## config.mk

```make
export PLATFORM = sky130hd
export DESIGN_NAME = set_range_and_min_gap
export DESIGN_NICKNAME = d
export VERILOG_FILES = /design/src/srmg_pkg.sv /design/src/srmg_ram.sv /design/src/srmg_ctrl.sv /design/src/srmg_dp.sv /design/src/set_range_and_min_gap.sv
export SDC_FILE = /design/constraint.sdc
export NUM_CORES = 2
export LEC_CHECK = 0
export BUFFER_PORTS_ARGS = -buffer_cell sky130_fd_sc_hd__buf_2
export CORE_MARGIN = 2
export CORE_UTILIZATION = 50
export DETAILED_ROUTE_END_ITERATION = 7
export HOLD_SLACK_MARGIN = 0.08
export PLACE_DENSITY = 0.65
export RECOVER_POWER = 100
export SLEW_MARGIN = 20
export SYNTH_ARGS = -nofsm -noshare
export SYNTH_HDL_FRONTEND = slang
export SYNTH_SLANG_ARGS = --single-unit
```

## constraint.sdc

```tcl
create_clock -name clk_i -period 7.7 [get_ports clk_i]
set_clock_uncertainty 0.05 [all_clocks]
set_input_delay 1.155 -clock clk_i [delete_from_list [all_inputs] [get_ports clk_i]]
set_output_delay 1.155 -clock clk_i [all_outputs]
set_load 0.02 [all_outputs]
```

## src/srmg_pkg.sv

```systemverilog
// Package for the set range and minimum gap block.
// Holds the payload structs, status codes and the controller/datapath link types.
// No dependencies.
package srmg_pkg;

  localparam int unsigned CountW = 7;
  localparam int unsigned ValueW = 32;

  localparam logic [CountW-1:0] CAP_RESET = 7'd64;
  localparam logic [ValueW-1:0] SIGN_BIAS = 32'h8000_0000;

  localparam logic [1:0] STATUS_OK       = 2'd0;
  localparam logic [1:0] STATUS_REJECTED = 2'd1;
  localparam logic [1:0] STATUS_EMPTY    = 2'd2;
  localparam logic [1:0] STATUS_SINGLE   = 2'd3;

  typedef struct packed {
    logic signed [ValueW-1:0] value;
    logic [CountW-1:0]        repeat_count;
  } in_t;

  typedef struct packed {
    logic [1:0]        status;
    logic [CountW-1:0] element_count;
    logic [ValueW-1:0] longest_span;
    logic [ValueW-1:0] shortest_span;
  } out_t;

  // Commands from the controller to the datapath.
  typedef struct packed {
    logic load;    // latch the accepted input beat
    logic scan;    // issue one store read and step the address
    logic commit;  // update the set state and load the result register
  } cmd_t;

  // Status from the datapath to the controller.
  typedef struct packed {
    logic need_scan;  // the input beat inserts into a non-empty store
    logic scan_last;  // the current read address is the last held entry
    logic busy;       // reads still in flight through the gap pipeline
  } sts_t;

endpackage

```

## src/srmg_ram.sv

```systemverilog
// Generic single-write, single-read RAM with registered read data.
// No dependencies.
module srmg_ram #(
  parameter int unsigned Width = 32,
  parameter int unsigned Depth = 64
) (
  input  logic                     clk_i,
  input  logic                     we_i,
  input  logic [$clog2(Depth)-1:0] waddr_i,
  input  logic [Width-1:0]         wdata_i,
  input  logic                     re_i,
  input  logic [$clog2(Depth)-1:0] raddr_i,
  output logic [Width-1:0]         rdata_o
);

  logic [Width-1:0] mem_q [Depth];
  logic [Width-1:0] rdata_q;

  always_ff @(posedge clk_i) begin
    if (we_i) begin
      mem_q[waddr_i] <= wdata_i;
    end
    if (re_i) begin
      rdata_q <= mem_q[raddr_i];
    end
  end

  assign rdata_o = rdata_q;

endmodule

```

## src/srmg_ctrl.sv

```systemverilog
// Controller state machine for the set range and minimum gap block.
// Depends on srmg_pkg for the command and status structs.
module srmg_ctrl (
  input  logic          clk_i,
  input  logic          rst_ni,
  input  logic          in_valid_i,
  output logic          in_ready_o,
  output logic          out_valid_o,
  input  logic          out_ready_i,
  input  srmg_pkg::sts_t sts_i,
  output srmg_pkg::cmd_t cmd_o
);

  typedef enum logic [1:0] {
    S_IDLE,
    S_SCAN,
    S_DRAIN,
    S_COMMIT
  } state_e;

  state_e state_q, state_d;
  logic   out_valid_q, out_valid_d;
  logic   accept;
  logic   slot_free;

  assign accept    = in_valid_i && (state_q == S_IDLE);
  assign slot_free = !out_valid_q || out_ready_i;

  always_comb begin
    state_d     = state_q;
    out_valid_d = out_valid_q && !out_ready_i;
    cmd_o       = '0;
    case (state_q)
      S_IDLE: begin
        if (accept) begin
          cmd_o.load = 1'b1;
          state_d    = sts_i.need_scan ? S_SCAN : S_COMMIT;
        end
      end
      S_SCAN: begin
        cmd_o.scan = 1'b1;
        if (sts_i.scan_last) begin
          state_d = S_DRAIN;
        end
      end
      S_DRAIN: begin
        if (!sts_i.busy) begin
          state_d = S_COMMIT;
        end
      end
      S_COMMIT: begin
        if (slot_free) begin
          cmd_o.commit = 1'b1;
          out_valid_d  = 1'b1;
          state_d      = S_IDLE;
        end
      end
      default: begin
        state_d = S_IDLE;
      end
    endcase
  end

  always_ff @(posedge clk_i or negedge rst_ni) begin
    if (!rst_ni) begin
      state_q     <= S_IDLE;
      out_valid_q <= 1'b0;
    end else begin
      state_q     <= state_d;
      out_valid_q <= out_valid_d;
    end
  end

  assign in_ready_o  = (state_q == S_IDLE);
  assign out_valid_o = out_valid_q;

endmodule

```

## src/srmg_dp.sv

```systemverilog
// Datapath for the set range and minimum gap block: value store, nearest
// distance scan, running minimum, maximum and gap, and the result register.
// Depends on srmg_pkg and srmg_ram.
module srmg_dp #(
  parameter int unsigned StoreDepth = 64
) (
  input  logic                             clk_i,
  input  logic                             rst_ni,
  input  srmg_pkg::in_t                    in_data_i,
  input  logic                             cfg_we_i,
  input  logic [srmg_pkg::CountW-1:0]      cfg_data_i,
  input  srmg_pkg::cmd_t                   cmd_i,
  output srmg_pkg::sts_t                   sts_o,
  output srmg_pkg::out_t                   out_data_o
);

  localparam int unsigned AddrW = $clog2(StoreDepth);
  localparam int unsigned CW    = srmg_pkg::CountW;
  localparam int unsigned VW    = srmg_pkg::ValueW;
  localparam logic [CW-1:0] DepthC = CW'(StoreDepth);

  // Configuration and set state.
  logic [CW-1:0]  cap_q;
  logic [CW-1:0]  count_q, count_d;
  logic [CW-1:0]  entries_q;
  logic [VW-1:0]  min_q, min_d;
  logic [VW-1:0]  max_q, max_d;
  logic [VW:0]    gap_q, gap_d;

  // Per-item registers.
  logic [VW-1:0]  key_q;
  logic [CW-1:0]  copies_q;
  logic           reject_q;
  logic [AddrW-1:0] rd_addr_q;
  logic           rd_vld_q;
  logic           diff_vld_q;
  logic [VW-1:0]  diff_q;
  logic [VW:0]    near_q;
  srmg_pkg::out_t out_q, out_d;

  logic [CW-1:0]  limit;
  logic [CW:0]    want_now;
  logic           reject_now;
  logic [VW-1:0]  rd_data;
  logic [VW:0]    sub_up;
  logic [VW-1:0]  abs_diff;
  logic           ins;
  logic           ins_write;

  assign limit      = (cap_q > DepthC) ? DepthC : cap_q;
  assign want_now   = {1'b0, count_q} + {1'b0, in_data_i.repeat_count};
  assign reject_now = want_now > {1'b0, limit};

  assign sts_o.need_scan = !reject_now && (in_data_i.repeat_count != '0) &&
                           (entries_q != '0);
  assign sts_o.scan_last = (CW'(rd_addr_q) + CW'(1)) == entries_q;
  assign sts_o.busy      = rd_vld_q || diff_vld_q;

  assign ins       = !reject_q && (copies_q != '0);
  assign ins_write = cmd_i.commit && ins;

  // One store entry per accepted insert; copies live only in the count.
  srmg_ram #(
    .Width (VW),
    .Depth (StoreDepth)
  ) u_store (
    .clk_i   (clk_i),
    .we_i    (ins_write),
    .waddr_i (entries_q[AddrW-1:0]),
    .wdata_i (key_q),
    .re_i    (cmd_i.scan),
    .raddr_i (rd_addr_q),
    .rdata_o (rd_data)
  );

  // The nearest held value to the new key is its sorted neighbor, so the
  // smallest absolute difference equals the smaller of the two neighbor gaps.
  assign sub_up   = {1'b0, key_q} - {1'b0, rd_data};
  assign abs_diff = sub_up[VW] ? (rd_data - key_q) : sub_up[VW-1:0];

  always_comb begin
    count_d = count_q;
    min_d   = min_q;
    max_d   = max_q;
    gap_d   = gap_q;
    if (ins) begin
      count_d = count_q + copies_q;
      if (count_q == '0 || key_q < min_q) begin
        min_d = key_q;
      end
      if (count_q == '0 || key_q > max_q) begin
        max_d = key_q;
      end
      if (copies_q >= CW'(2)) begin
        gap_d = '0;
      end else if (near_q < gap_q) begin
        gap_d = near_q;
      end
    end

    out_d               = '0;
    out_d.element_count = count_d;
    if (reject_q) begin
      out_d.status = srmg_pkg::STATUS_REJECTED;
    end else if (count_d == '0) begin
      out_d.status = srmg_pkg::STATUS_EMPTY;
    end else if (count_d == CW'(1)) begin
      out_d.status = srmg_pkg::STATUS_SINGLE;
    end else begin
      out_d.status        = srmg_pkg::STATUS_OK;
      out_d.longest_span  = max_d - min_d;
      out_d.shortest_span = gap_d[VW-1:0];
    end
  end

  always_ff @(posedge clk_i or negedge rst_ni) begin
    if (!rst_ni) begin
      cap_q      <= srmg_pkg::CAP_RESET;
      count_q    <= '0;
      entries_q  <= '0;
      gap_q      <= '1;
      rd_vld_q   <= 1'b0;
      diff_vld_q <= 1'b0;
    end else begin
      if (cfg_we_i) begin
        cap_q <= cfg_data_i;
      end
      rd_vld_q   <= cmd_i.scan;
      diff_vld_q <= rd_vld_q;
      if (cmd_i.commit) begin
        count_q <= count_d;
        gap_q   <= gap_d;
        if (ins) begin
          entries_q <= entries_q + CW'(1);
        end
      end
    end
  end

  always_ff @(posedge clk_i) begin
    if (cmd_i.load) begin
      key_q     <= in_data_i.value ^ srmg_pkg::SIGN_BIAS;
      copies_q  <= in_data_i.repeat_count;
      reject_q  <= reject_now;
      rd_addr_q <= '0;
      near_q    <= '1;
    end else begin
      if (cmd_i.scan) begin
        rd_addr_q <= rd_addr_q + AddrW'(1);
      end
      if (diff_vld_q && ({1'b0, diff_q} < near_q)) begin
        near_q <= {1'b0, diff_q};
      end
    end
    if (rd_vld_q) begin
      diff_q <= abs_diff;
    end
    if (cmd_i.commit) begin
      min_q <= min_d;
      max_q <= max_d;
      out_q <= out_d;
    end
  end

  assign out_data_o = out_q;

endmodule

```

## src/set_range_and_min_gap.sv

```systemverilog
// Set range and minimum gap: each input beat adds a signed value repeated
// repeat_count times to a bounded multiset and returns one result beat with
// status, element count, max-minus-min span and smallest neighbor gap. An
// item that needs no store read (rejected, zero repeat count, or empty set)
// goes straight from acceptance to the commit state. Otherwise the single
// read port of the value store is swept once over the held entries, one
// entry per cycle, to find the held value nearest the new one. The result
// waits in an output register, so a new beat is taken while the previous
// result is still unread. The capacity register is always ready; the
// effective limit is min(capacity, MAX_ELEMENTS).
// Depends on srmg_pkg, srmg_ctrl, srmg_dp and srmg_ram.
module set_range_and_min_gap #(
  parameter int unsigned MAX_ELEMENTS = 64
) (
  input  logic                        clk_i,
  input  logic                        rst_ni,
  input  logic                        in_valid_i,
  output logic                        in_ready_o,
  input  srmg_pkg::in_t               in_data_i,
  output logic                        out_valid_o,
  input  logic                        out_ready_i,
  output srmg_pkg::out_t              out_data_o,
  input  logic                        cfg_valid_i,
  output logic                        cfg_ready_o,
  input  logic [srmg_pkg::CountW-1:0] cfg_data_i
);

  // The count field is 7 bits, so no more than 127 values can ever be held.
  localparam int unsigned StoreDepth = (MAX_ELEMENTS < 127) ? MAX_ELEMENTS : 127;

  srmg_pkg::cmd_t cmd;
  srmg_pkg::sts_t sts;

  assign cfg_ready_o = 1'b1;

  srmg_ctrl u_ctrl (
    .clk_i       (clk_i),
    .rst_ni      (rst_ni),
    .in_valid_i  (in_valid_i),
    .in_ready_o  (in_ready_o),
    .out_valid_o (out_valid_o),
    .out_ready_i (out_ready_i),
    .sts_i       (sts),
    .cmd_o       (cmd)
  );

  srmg_dp #(
    .StoreDepth (StoreDepth)
  ) u_dp (
    .clk_i      (clk_i),
    .rst_ni     (rst_ni),
    .in_data_i  (in_data_i),
    .cfg_we_i   (cfg_valid_i && cfg_ready_o),
    .cfg_data_i (cfg_data_i),
    .cmd_i      (cmd),
    .sts_o      (sts),
    .out_data_o (out_data_o)
  );

  // One item at a time: an accepted beat closes the input until it commits.
  assert property (@(posedge clk_i) disable iff (!rst_ni)
    in_valid_i && in_ready_o |=> !in_ready_o)
    else $error("input accepted while an item is in progress");

  // Spans are reported only for a set of two or more values.
  assert property (@(posedge clk_i) disable iff (!rst_ni)
    out_valid_o && (out_data_o.status != srmg_pkg::STATUS_OK) |->
      (out_data_o.longest_span == '0) && (out_data_o.shortest_span == '0))
    else $error("nonzero span with a non-ok status");

  assert property (@(posedge clk_i) disable iff (!rst_ni)
    out_valid_o && (out_data_o.status == srmg_pkg::STATUS_OK) |->
      (out_data_o.element_count >= 7'd2))
    else $error("ok status with fewer than two values");

  // Every gap lies between two held values, so it cannot exceed the range.
  assert property (@(posedge clk_i) disable iff (!rst_ni)
    out_valid_o && (out_data_o.status == srmg_pkg::STATUS_OK) |->
      (out_data_o.shortest_span <= out_data_o.longest_span))
    else $error("shortest span exceeds longest span");

endmodule
```

==> results.py <==
metrics = {
    "cts": {
        "cts_tree": "yes",
        "clk_latency_ns": 0.90,
        "cts-root-buf": "clkbuf_16",
        "cts.clk_slew.worst_paths_ns": 0.06,
        "ctsHoldBuffers": 0,
        "post_cts.repair.setup_buffers": 0,
        "cts-resized-gates": 0,
        "clockBufferDepth": 3,
        "htreeDepth": 4,
        "cts_sinks": 2387,
        "cts_buffers": 230,
    },
    "timing": {
        "rsz0062_at_grt": "false",
        "finalSetupTns_ns": 0,
        "period_needed_ns": 7.01,
        "holdWs_ns": 0.418,
        "tightestPinTransition_ns": 3.83,
        "drv_slew": 2408,
        "period_share_pct": 91.0,
        "slew_headroom_pct": -155,
        "hold_viol_final": 0,
        "fmax_ghz": 0.143,
        "setup_viol": 0,
    },
    "status": {
        "status": "finished, violations left",
        "failed_checks": "max-capacitance violations, max-slew violations",
    },
    "grt": {
        "grt_pass1_vias": 51302,
        "grt_use_total_pct": 25.3,
        "antenna_found_initial": 19,
        "overflow": 0,
        "grt_pass1_wl_um": 369000,
        "grt_max_degree": 115,
    },
    "final_layout": {
        "multiInputGateArea_um2": 26600,
        "regArea_um2": 71100,
        "final_cell_mix": "2289 x edfxtp_1, 655 x mux4_2, 267 x inv_1",
        "area_growth_pct": 12.2,
        "layout.nets": 5763,
        "drive_above_1_share_pct": 21.8,
        "layout_commonest_cell": "edfxtp_1",
        "nFillCells": 14832,
    },
    "critical_path": {
        "arrival_ns": 7.54,
        "cpPeakStageDelay_ns": 2.25,
        "critPathCaptureType": "flop",
        "startpoint_type": "flop",
        "critPathSlowestCell": "clkbuf_1",
        "critPathKind": "reg2reg",
        "critical_path_required_ns": 8.23,
        "crit_chain": "clkbuf_1 > ha_1 > a21oi_1 > o21ai_0 > a221o_1 > a211oi_1 > o21ai_1 > nor2_2 > buf_4 > mux2_2 > a31oi_1 > xnor2_1",
        "path_max_fanout": 67,
    },
    "placement": {
        "gp_congestion": 0.970,
        "port_buffers": 125,
        "hpwl_um": 154000,
    },
    "floorplan": {
        "start_util_pct": 50.3,
        "row_count": 163,
        "die_y_um": 450,
        "die_area_um2": 202000,
        "die_x_um": 450,
        "pin_count": 127,
        "core_um2": 197000,
    },
    "power_and_ir_drop": {
        "intPower_mw": 27.7,
        "powerDensity_nw_per_um2": 365,
        "p_comb_share_pct": 31.2,
        "clockPowerShare_pct": 28.7,
        "swShare_pct": 32.0,
        "power_switching_mw": 13.0,
        "vdd_drop_max_mv": 0.301,
        "seqPwrFrac_pct": 40.1,
        "p_leak_nw": 36.3,
    },
    "yosys": {
        "synth.distinct_cells": 79,
        "synth.net_count": 5508,
        "synthesis.area_um2": 99300,
        "ys_warn_count": 0,
        "ys_seq_elements": 2387,
        "ys.flop_type": "edfxtp_1",
        "async_reset_ff_share_pct": 2.47,
        "synth_edf_count": 2289,
        "syn_inst": 5205,
        "syn_avg_cell_area_um2": 19.1,
        "ys_seq_area_share_pct": 71.6,
    },
    "min_path": {
        "hp-class": "in2reg",
    },
    "detailed_routing": {
        "drt-initial-drc-count": 5671,
        "drc": 0,
        "wl_per_cell_um": 30.8,
        "dr.pass1.iters": 6,
        "ant_nets": 0,
        "wl_um": 256000,
        "viasPerCell": 6.15,
        "vias": 51141,
    },
    "job": {
        "maxCapViolCount": 66,
    },
}
kinds of logic after synthesis:
group	Yosys count	share of synthesized area (%)
simple gates	638	2.95
mux	714	15.5
other cells	1	0.00378
buf+inv	512	2.01
xor+xnor	76	0.671
compound gates	625	4.09
fa+ha+maj	252	3.21
flops	2387	71.6
per-stage QoR:
| stage | std cells | utilization (%) | total power, mW | cell area, um^2 | setup WS (ns) |
|---|---|---|---|---|---|
| floorplan | 5205 | - | 25.3 | 99300 | 0.351 |
| global placement | 7866 | 52.7 | 29.2 | 104000 | 1.51 |
| detailed placement | 7868 | 52.8 | 29.3 | 104000 | 1.46 |
| CTS | 8302 | 56.8 | 41.0 | 112000 | 1.46 |
| global route | 8307 | 56.5 | 42.5 | 111000 | 0.498 |
| finish | 8309 | 56.5 | 40.7 | 111000 | 0.693 |
synthesized netlist by cell type (all sizes together), types with 8 or more instances:
master	n	area [um^2]
dfrtp	25	626
nand2	197	739
nor3	34	186
dfstp	34	893
xnor2	47	412
and2	8	50.1
o21bai	20	150
buf	95	433
edfxtp	2289	68700
o31ai	10	75.1
nor2	223	842
nand2b	12	75.1
inv	268	1010
nand4	45	282
ha	247	3090
nor4	36	225
dfxtp	39	781
mux2i	30	300
o21ai	143	716
o211ai	10	75.1
a21o	72	541
or3	8	50.1
mux2	29	327
o21a	53	398
nand3	28	140
a31oi	11	68.8
nor2b	19	119
mux4	655	14800
xor2	29	254
a21oi	174	882
clkbuf	149	561
a211oi	17	133
a22o	65	569
flip-flops by register name, indices dropped and copies added, names as in the netlist, 33 cells and up:
signal and cells:
u_dp.near_q 33, u_dp.out_data_o 73, u_dp.gap_q 33, u_dp.u_store.mem_q 2048
path summary, 6_finish.rpt:
path | start | to | slack, ns | depth (start not counted)
worst max-delay path | u_dp.key_q[21] | u_dp.diff_q[4] | 0.69 | 12
max in group asynchronous | rst_ni | u_dp.entries_q[1] | 3.77 | 2
worst min-delay path | in_data_i[27] | u_dp.key_q[20] | 0.42 | 1
worst min register to register | u_dp.cap_q[2] | u_dp.cap_q[2] | 0.46 | 1
min in group asynchronous | rst_ni | u_ctrl.out_valid_o | 1.65 | 2
worst max register to register | u_dp.key_q[21] | u_dp.diff_q[4] | 0.69 | 12
power groups by stage:
stage | registers, mW | logic, mW | clock network, mW
after floorplan | 16.6 | 8.67 | 0
after global placement | 16.5 | 12.7 | 0
after detailed placement | 16.5 | 12.8 | 0
after CTS | 16.3 | 12.8 | 11.9
after global routing | 16.4 | 13.7 | 12.4
final | 16.3 | 12.7 | 11.7
area by class of cell:
cell class / instances / share of cell area, %
Inverter: 268 / 0.904
Clock buffer: 272 / 5.33
Tap cell: 2640 / 2.97
Multi-Input combinational cell: 2306 / 23.9
Sequential cell: 2387 / 63.8
Timing Repair Buffer: 267 / 1.38
Clock inverter: 162 / 1.76
Antenna cell: 7 / 0.0157
critical path: cells and delay by family (launching register included):
kind                       cells  cell delay, ns
DFF                            1            0.38
AOI/OAI and AO/OA              6            1.50
xor gates and xnor gates       1            0.40
buffers and inverters          2            2.65
and+or+nand+nor                1            0.60
muxes                          1            0.38
adders and majority gates      1            0.72
routing by layer:
metal | share of wire, % | wire length [um] | GRT usage [%] | up-vias
met5 | 0.0082 | 21 | 0 | -
met4 | 2.6 | 6610 | 6.65 | 4
met3 | 6.8 | 17400 | 3.89 | 323
met2 | 50 | 127000 | 42.0 | 1977
met1 | 41 | 105000 | 35.4 | 27222
li1 | - | - | - | 21615
Note: power is estimated with default switching activity, not from simulation.
